$ cat config.mk
export PLATFORM = sky130hd
export DESIGN_NAME = iprm_front_flat
export DESIGN_NICKNAME = d
export VERILOG_FILES = /design/src/iprm_pkg.sv /design/src/iprm_if.sv /design/src/iprm_front.sv /design/src/flat_wrapper.sv
export SDC_FILE = /design/constraint.sdc
export NUM_CORES = 1
export LEC_CHECK = 0
export ABC_AREA = 1
export BUFFER_PORTS_ARGS = -buffer_cell sky130_fd_sc_hd__buf_2
export CAP_MARGIN = 40
export CORE_MARGIN = 1.5
export CORE_UTILIZATION = 59
export DETAILED_ROUTE_END_ITERATION = 10
export PLACE_DENSITY = 0.86
export RECOVER_POWER = 50
export SLEW_MARGIN = 10
export SYNTH_ARGS = -nofsm -noshare
export SYNTH_HDL_FRONTEND = slang
export SYNTH_SLANG_ARGS = --single-unit
$ cat constraint.sdc
create_clock -name clk -period 20.3 [get_ports clk]
set_clock_uncertainty 0.15 [all_clocks]
set_input_delay 2.03 -clock clk [delete_from_list [all_inputs] [get_ports clk]]
set_output_delay 2.03 -clock clk [all_outputs]
set_load 0.005 [all_outputs]
$ cat src/iprm_pkg.sv
// Shared types and constants for the inverse page range map insert block.
package iprm_pkg;

    localparam int ENTRIES    = 64;
    localparam int PAGE_SHIFT = 12;
    localparam int IDX_W      = $clog2(ENTRIES);
    localparam int USED_W     = IDX_W + 1;

    localparam logic [1:0] STAT_FIRST  = 2'd0;
    localparam logic [1:0] STAT_JOINED = 2'd1;
    localparam logic [1:0] STAT_APPEND = 2'd2;
    localparam logic [1:0] STAT_FULL   = 2'd3;

    localparam logic [32:0] CNT_MAX = 33'h0_FFFF_FFFF;

    // Back end sequencer states.
    typedef enum logic [1:0] {
        BK_IDLE,
        BK_SCAN,
        BK_WRITE,
        BK_OUT
    } bk_state_t;

    // One classified request as it waits in the queue.
    typedef struct packed {
        logic [63:0] phys;
        logic [63:0] virt;
        logic [31:0] pages;
        logic [63:0] npn;
        logic [63:0] off;
    } item_t;

    // Status from the back end that the top level watches.
    typedef struct packed {
        logic [USED_W-1:0] used;
        logic              busy;
    } bk_stat_t;

endpackage

$ cat src/iprm_if.sv
// Handshake interfaces for the request and result channels.
interface iprm_req_if;
    logic        valid;
    logic        ready;
    logic [63:0] phys_addr;
    logic [63:0] virt_addr;
    logic [31:0] page_count;

    modport source (output valid, phys_addr, virt_addr, page_count, input ready);
    modport sink   (input valid, phys_addr, virt_addr, page_count, output ready);
endinterface


$ cat src/iprm_front.sv
// Front end: accepts request beats, computes page numbers and offset, queues them.
module iprm_front
    import iprm_pkg::*;
(
    input  logic       clk,
    input  logic       rst_n,
    iprm_req_if.sink   req,
    output logic       q_valid,
    output item_t      q_item,
    input  logic       q_ready
);

    item_t       slot_reg [2];
    logic        wr_ptr_reg;
    logic        rd_ptr_reg;
    logic [1:0]  cnt_reg;
    item_t       in_item;
    logic        push;
    logic        pop;

    // Classify the incoming beat.
    always_comb
    begin
        in_item.phys  = req.phys_addr;
        in_item.virt  = req.virt_addr;
        in_item.pages = req.page_count;
        in_item.npn   = req.phys_addr >> PAGE_SHIFT;
        in_item.off   = (req.virt_addr >> PAGE_SHIFT) - (req.phys_addr >> PAGE_SHIFT);
    end

    assign req.ready = (cnt_reg != 2'd2);
    assign push      = req.valid && req.ready;
    assign q_valid   = (cnt_reg != 2'd0);
    assign pop       = q_valid && q_ready;
    assign q_item    = slot_reg[rd_ptr_reg];

    // Two-entry queue storage.
    always_ff @(posedge clk)
    begin
        if (push)
        begin
            slot_reg[wr_ptr_reg] <= in_item;
        end
    end

    // Queue pointers and fill count.
    always_ff @(posedge clk or negedge rst_n)
    begin
        if (!rst_n)
        begin
            wr_ptr_reg <= 1'b0;
            rd_ptr_reg <= 1'b0;
            cnt_reg    <= 2'd0;
        end
        else
        begin
            if (push)
            begin
                wr_ptr_reg <= ~wr_ptr_reg;
            end
            if (pop)
            begin
                rd_ptr_reg <= ~rd_ptr_reg;
            end
            cnt_reg <= cnt_reg + {1'b0, push} - {1'b0, pop};
        end
    end

endmodule

$ cat src/flat_wrapper.sv
// flat-port wrapper written by rule: the top's interface ports become plain ports
module iprm_front_flat import iprm_pkg::*;
  (clk, rst_n, q_valid, q_item, q_ready, req_valid, req_phys_addr, req_virt_addr, req_page_count, req_ready);
  iprm_req_if req_i ();
  input  logic clk;
  input  logic rst_n;
  output logic q_valid;
  output item_t q_item;
  input  logic q_ready;
  input wire logic [$bits(req_i.valid)-1:0] req_valid;
  input wire logic [$bits(req_i.phys_addr)-1:0] req_phys_addr;
  input wire logic [$bits(req_i.virt_addr)-1:0] req_virt_addr;
  input wire logic [$bits(req_i.page_count)-1:0] req_page_count;
  output wire logic [$bits(req_i.ready)-1:0] req_ready;
  assign req_i.valid = req_valid;
  assign req_i.phys_addr = req_phys_addr;
  assign req_i.virt_addr = req_virt_addr;
  assign req_i.page_count = req_page_count;
  assign req_ready = req_i.ready;
  iprm_front u_core (.clk(clk), .rst_n(rst_n), .req(req_i), .q_valid(q_valid), .q_item(q_item), .q_ready(q_ready));
endmodule
==> results of run 1 <==
[how the worst min path moves through the flow]
stage	to	slack [ps]	cells past startpoint
after floorplan	u_core.wr_ptr_reg$_DFFE_PN0P_	340	2
after global placement	u_core.wr_ptr_reg$_DFFE_PN0P_	410	2
after detailed placement	u_core.wr_ptr_reg$_DFFE_PN0P_	440	2
after CTS	u_core.wr_ptr_reg$_DFFE_PN0P_	460	2
after global routing	u_core.wr_ptr_reg$_DFFE_PN0P_	480	2
final	u_core.wr_ptr_reg$_DFFE_PN0P_	460	2
[layout by cell type (no fill, tap or decap), types with 12 or more instances in the layout]
cell | synthesis | routed
clkbuf_1 | 34 | 162
inv_1 | 268 | 268
buf_2 | 9 | 297
nor2_1 | 64 | 64
edfxtp_1 | 426 | 426
nor2_2 | 21 | 20
a21oi_1 | 38 | 38
xor2_1 | 27 | 27
nand3_1 | 49 | 52
clkbuf_16 | 0 | 43
nand2_1 | 1029 | 1034
conb_1 | 1 | 12
nand2_2 | 25 | 20
ha_1 | 54 | 54
inv_2 | 13 | 12
[final cells by class]
| cell class | instances | area [um^2] |
|---|---|---|
| diodes | 5 | 12.5 |
| fillers | 2646 | 10500 |
| flip-flops and latches | 430 | 12900 |
| clock buffers | 57 | 1140 |
| inverters | 282 | 1060 |
| repair buffers | 454 | 2140 |
| multi-input cells | 1392 | 6310 |
| well taps | 455 | 569 |
| clock inverters | 16 | 205 |
[cell usage after synthesis]
| library cell | instances | area, um^2 |
|---|---|---|
| fa_1 | 1 | 20.0 |
| edfxtp_1 | 426 | 12800 |
| nor3_2 | 2 | 20.0 |
| inv_1 | 268 | 1010 |
| clkinv_1 | 1 | 3.75 |
| nor3_4 | 1 | 16.3 |
| o21a_1 | 3 | 22.5 |
| nor2_4 | 5 | 56.3 |
| dfrtp_1 | 4 | 100 |
| inv_2 | 13 | 48.8 |
| o21bai_1 | 6 | 45.0 |
| clkbuf_1 | 34 | 128 |
| and2_1 | 3 | 18.8 |
| buf_4 | 75 | 563 |
| nand2_1 | 1029 | 3860 |
| nor4_1 | 4 | 25.0 |
| a21o_1 | 2 | 15.0 |
| nand3_1 | 49 | 245 |
| a211oi_1 | 1 | 7.51 |
| buf_2 | 9 | 45.0 |
| nand3b_4 | 1 | 20.0 |
| conb_1 | 1 | 3.75 |
| nand3_2 | 5 | 50.1 |
| buf_1 | 4 | 15.0 |
| o21ai_0 | 8 | 40.0 |
| nor2_1 | 64 | 240 |
| nand2_2 | 25 | 156 |
| xnor2_1 | 5 | 43.8 |
| nand4_1 | 11 | 68.8 |
| ha_1 | 54 | 676 |
| nor3_1 | 11 | 55.1 |
| or2_2 | 2 | 12.5 |
| xor2_1 | 27 | 236 |
| a21oi_1 | 38 | 190 |
| and3_1 | 1 | 6.26 |
| a21boi_0 | 1 | 7.51 |
| nor2_2 | 21 | 131 |
[kinds of logic (layout without fill, tap and decap cells)]
family	count (synthesis)	in the layout	synth area share [%]
xor gates and xnor gates	32	32	1.34
other	1	17	0.0179
and+or+nand+nor	1234	1234	23.7
DFF	430	430	61.4
adders and majority gates	55	55	3.31
buffers and inverters	404	809	8.62
AOI/OAI and AO/OA	59	59	1.56
[worst max-delay path: stages, from the launching register on]
cell	delay, ps
dfrtp_4	1010
clkinvlp_2	3430
buf_4	1450
buf_12	290
nand2_1	100
nand2_1	80
buf_2	130
[metrics by stage]
stage	setup WS [ps]	cell area [um^2]	util (%)	hold slack [ps]
after floorplan	8390	21000	-	337
after global placement	15110	23200	66.6	406
after detailed placement	15230	23200	66.7	442
after CTS	14610	24600	70.6	455
after global routing	10420	24300	69.9	476
final	10960	24300	69.9	455
[per-layer routing]
| metal | part of all wire (%) | global-route usage, % |
|---|---|---|
| met5 | 0 | 0 |
| met4 | 3.0 | 10.1 |
| met3 | 7.9 | 4.49 |
| met2 | 50 | 50.0 |
| met1 | 39 | 37.9 |
[power by group through the flow]
stage,Sequential [mW],Clock [mW],Combinational [mW]
final,1.31,0.763,1.07
after detailed placement,1.32,0,1.06
after CTS,1.30,0.772,1.06
after global routing,1.33,0.806,1.18
after floorplan,1.35,0,0.658
after global placement,1.31,0,1.02
==> qor.csv, run 1 <==
stage,metric,value,unit
clocking,cts_tree,built,
sta,final.period_utilization,46.0,%
sta,tightest_slew,4090,ps
setup_path,r2r_start,u_core.rd_ptr_reg$_DFFE_PN0P_,
clocking,h-tree-depth,2,
detailed_routing,drc,0,
global_routing,grt_antenna_before_repair,5,
power,seqPwrFrac,41.8,%
die,die_w,192,um
die,core_area,0.0348,mm^2
setup_path,worstPathRequired,18120,ps
placed_design,numPortBuffers,441,
setup_path,endpoint,q_item[231],
power,p_clk_share,24.3,%
flow_run,drv_cap,5,
setup_path,rrSetupSlack,13780,ps
detailed_routing,drtPass1Iterations,5,
power,netSwitchingFraction,34.4,%
sta,final_hold_viol_count,0,
die,die_area,0.0367,mm^2
detailed_routing,routed_via_density,5.16,
cells_and_area,fin_cells,3091,
logic_synthesis,syn_avg_cell_area,9.48,um^2
logic_synthesis,syn_area,0.0210,mm^2
detailed_routing,drt_iter0_drc,1215,
clocking,clock_sinks,430,
clocking,cts_made_buffers,43,
sta,max_slew_margin,-174,%
placed_design,placedCellCount,3013,
power,internal-power,2.06,mW
die,rows,68,
global_routing,overflow,0,
sta,setup_viol,0,
power,ir_drop,0.000112,V
power,power_density,129,mW/mm^2
clocking,ctsResizeCount,0,
clocking,cts_setup_buffers,0,
sta,rsz0062_at_grt,no,
logic_synthesis,syn_inst,2215,
global_routing,grt_max_degree,114,
sta,fin_tns_setup,0,ps
clocking,clockBufferDepth,3,
sta,timing.final.crit_period,9340,ps
placed_design,dp_hpwl,40500,um
clocking,cts_root_buffer,clkbuf_16,
run_status,status,finished with violations,
detailed_routing,post_drt_wl_per_cell,17.6,um
run_status,failed_checks,"capacitance limit, slew limit",
setup_path,path_class,register to output pin,
die,start_util,60.3,%
cells_and_area,largest_register_ffs,426,
clocking,hold_buffers,0,
detailed_routing,via_count,16000,
sta,fmax,107,MHz
cells_and_area,drive_gt1_share,16.3,%
cells_and_area,final_nets,2822,
power,leakage,11.4,nW
die,dieHeight,192,um
global_routing,grt_usage,29.1,%
setup_path,cp.arrival,7160,ps
logic_synthesis,ys_types,37,
setup_path,reg2reg_depth,3,
logic_synthesis,yosys_register_bits,430,
detailed_routing,routed_wl,54400,um
global_routing,first_global_vias,15100,
cells_and_area,area_growth,15.9,%
setup_path,start_kind,register,
die,ios,454,
logic_synthesis,synth_warnings,0,
logic_synthesis,synth.yosys.seq_area_share,61.4,%
power,power.total,3.14,mW
setup_path,end_kind,output pin,
setup_path,critPathLaunch,u_core.rd_ptr_reg$_DFFE_PN0P_,
power,comb_power_share,33.9,%
setup_path,worstPathMaxFanout,113,
clocking,clk_latency,560,ps
setup_path,r2r_end,u_core.rd_ptr_reg$_DFFE_PN0P_,
clocking,path_clk_slew,60,ps
sta,slew_violations,320,
placed_design,place.gp.congestion,0.955,
global_routing,grt_pass1_wl,81100,um
hold_path,worstHoldStart,u_core.wr_ptr_reg$_DFFE_PN0P_,
detailed_routing,ant_nets,0,
hold_path,min_path_type,register to register,
power,p_sw,1.08,mW
Power figures use the tool's default switching activity.
==> run 2, diff against run 1 <==
CORE_UTILIZATION = 55   (was 59)
PLACE_DENSITY = 0.81   (was 0.86)
clock period = 8.8 ns   (was 20.3 ns; I/O delays follow)
==> qor.csv, run 2 (synthesis gave the netlist of run 1 again) <==
stage,metric,value,unit,change
setup_path,cpMostUsedCell,nand2_1,,
flow_run,drv_cap,5,,unchanged
detailed_routing,routed_via_density,5.02,,-2.8%
die,ios,454,,unchanged
sta,max_slew_margin,-120,%,+54 points
detailed_routing,via_count,15800,,-1.1%
detailed_routing,routed_wl,54400,um,about the same
sta,setup_viol,0,,unchanged
cells_and_area,drive_gt1_share,16.6,%,+0.27 points
cells_and_area,largest_register_ffs,426,,unchanged
setup_path,path_cells,inv_6 -> buf_4 -> nand2_1 -> nand2_1 -> buf_2,,
global_routing,grt_usage,27.3,%,-1.9 points
global_routing,first_global_vias,15200,,+0.60%
setup_path,end_kind,output pin,,
cells_and_area,final_cell_mix,"nand2_1, edfxtp_1, buf_2, inv_1, clkbuf_1",,
setup_path,slowest_delay,1660,ps,-1770 ps
power,power.total,7.29,mW,+130%
setup_path,cpMaxStageDelayCell,dfrtp_1,,
detailed_routing,ant_nets,0,,unchanged
global_routing,grt_antenna_before_repair,1,,-4
cells_and_area,final_common_cell,nand2_1,,
die,start_util,55.9,%,-4.5 points
sta,tightest_slew,3300,ps,-789 ps
sta,final_hold_viol_count,0,,unchanged
die,die_area,0.0394,mm^2,+7.2%
sta,fmax,194,MHz,
sta,rsz0062_at_grt,no,,
sta,slew_violations,250,,-22%
power,power_density,297,mW/mm^2,+130%
setup_path,rrSetupSlack,3670,ps,-10110 ps
clocking,clockBufferDepth,3,,unchanged
clocking,cts_tree,built,,
setup_path,path_class,register to output pin,,
run_status,failed_checks,"capacitance limit, slew limit",,
die,core_area,0.0376,mm^2,+8.0%
clocking,clk_latency,570,ps,about the same
global_routing,grt_max_degree,164,,+44%
setup_path,worstPathMaxFanout,81,,-28%
global_routing,grt_pass1_wl,81200,um,+0.17%
cells_and_area,area_growth,16.7,%,
setup_path,cp.arrival,4120,ps,-3040 ps
clocking,h-tree-depth,2,,unchanged
die,rows,71,,+4.4%
die,dieHeight,198,um,+3.5%
detailed_routing,post_drt_wl_per_cell,17.3,um,-1.7%
power,leakage,11.5,nW,+0.57%
run_status,status,finished with violations,,
die,die_w,198,um,+3.5%
clocking,path_clk_slew,60,ps,about the same
detailed_routing,drtPass1Iterations,5,,unchanged
detailed_routing,drt_iter0_drc,951,,-22%
clocking,cts_setup_buffers,0,,unchanged
cells_and_area,diodes,0,,-5
hold_path,min_path_type,input pin to register,,
placed_design,place.gp.congestion,0.911,,-4.6%
sta,fin_tns_setup,0,ps,unchanged
placed_design,numPortBuffers,441,,unchanged
clocking,cts_root_buffer,clkbuf_16,,
setup_path,start_kind,register,,
clocking,cts_made_buffers,43,,unchanged
setup_path,worstPathRequired,7770,ps,-10350 ps
global_routing,overflow,0,,unchanged
sta,final.period_utilization,58.5,%,
clocking,clock_sinks,430,,unchanged
sta,timing.final.crit_period,5150,ps,
placed_design,dp_hpwl,40500,um,about the same
detailed_routing,drc,0,,unchanged
cells_and_area,final_nets,2823,,+0.035%
power,ir_drop,0.000267,V,+140%
[run 2: cell type report]
cell class,count,area [um^2]
clock inverters,23,309
multi-input cells,1392,6320
clock buffers,54,1120
flip-flops and latches,430,12900
repair buffers,455,2170
well taps,511,639
inverters,282,1060
fillers,3051,13100
[run 2: power by group]
| part | switching (mW) | total, mW | internal, mW |
|---|---|---|---|
| logic | 1.59 | 2.44 | 0.848 |
| registers | 0.149 | 3.00 | 2.85 |
| clock network | 0.737 | 1.85 | 1.11 |
[run 2: what timing repair did]
action                                 4_1_cts  5_1_grt
gates resized for setup                      0        0
hold buffers                                 1        0
endpoints found under the hold margin        4        0
[run 2: worst paths after layout]
check                                                     to  cells past startpoint                     startpoint
max                                               q_item[61]                      5  u_core.rd_ptr_reg$_DFFE_PN0P_
min                        u_core.slot_reg[1][157]$_DFFE_PP_                      1               req_virt_addr[9]
max reg2reg                 u_core.slot_reg[1][38]$_DFFE_PP_                      5    u_core.cnt_reg[1]$_DFF_PN0_
min reg2reg                    u_core.wr_ptr_reg$_DFFE_PN0P_                      2  u_core.wr_ptr_reg$_DFFE_PN0P_
max in group asynchronous        u_core.cnt_reg[1]$_DFF_PN0_                      2                          rst_n
min in group asynchronous      u_core.wr_ptr_reg$_DFFE_PN0P_                      2                          rst_n
[run 2: layer usage]
| layer | global-route usage, % | part of all wire (%) |
|---|---|---|
| met3 | 5.04 | 7.4 |
| met5 | 0 | 0.015 |
| met1 | 35.5 | 41 |
| met4 | 8.37 | 2.7 |
| met2 | 46.4 | 49 |
[run 2: per-stage QoR]
stage	utilization, %	instance area [um^2]	hold slack (ps)	std cells	setup slack, ps
6_report	65.2	24500	345	3147	3650
5_1_grt	65.2	24500	329	3147	3250
4_1_cts	65.9	24800	321	3146	4550
3_5_place_dp	62.1	23300	434	3068	4950
3_3_place_gp	61.8	23200	407	3065	5050
2_1_floorplan	-	21000	356	2226	1650
[run 2: worst max-delay path: cells and delay by family (launching register included)]
| family | cells | cell delay (ps) |
|---|---|---|
| DFF | 1 | 1660 |
| buffers and inverters | 3 | 1370 |
| and+or+nand+nor | 2 | 330 |
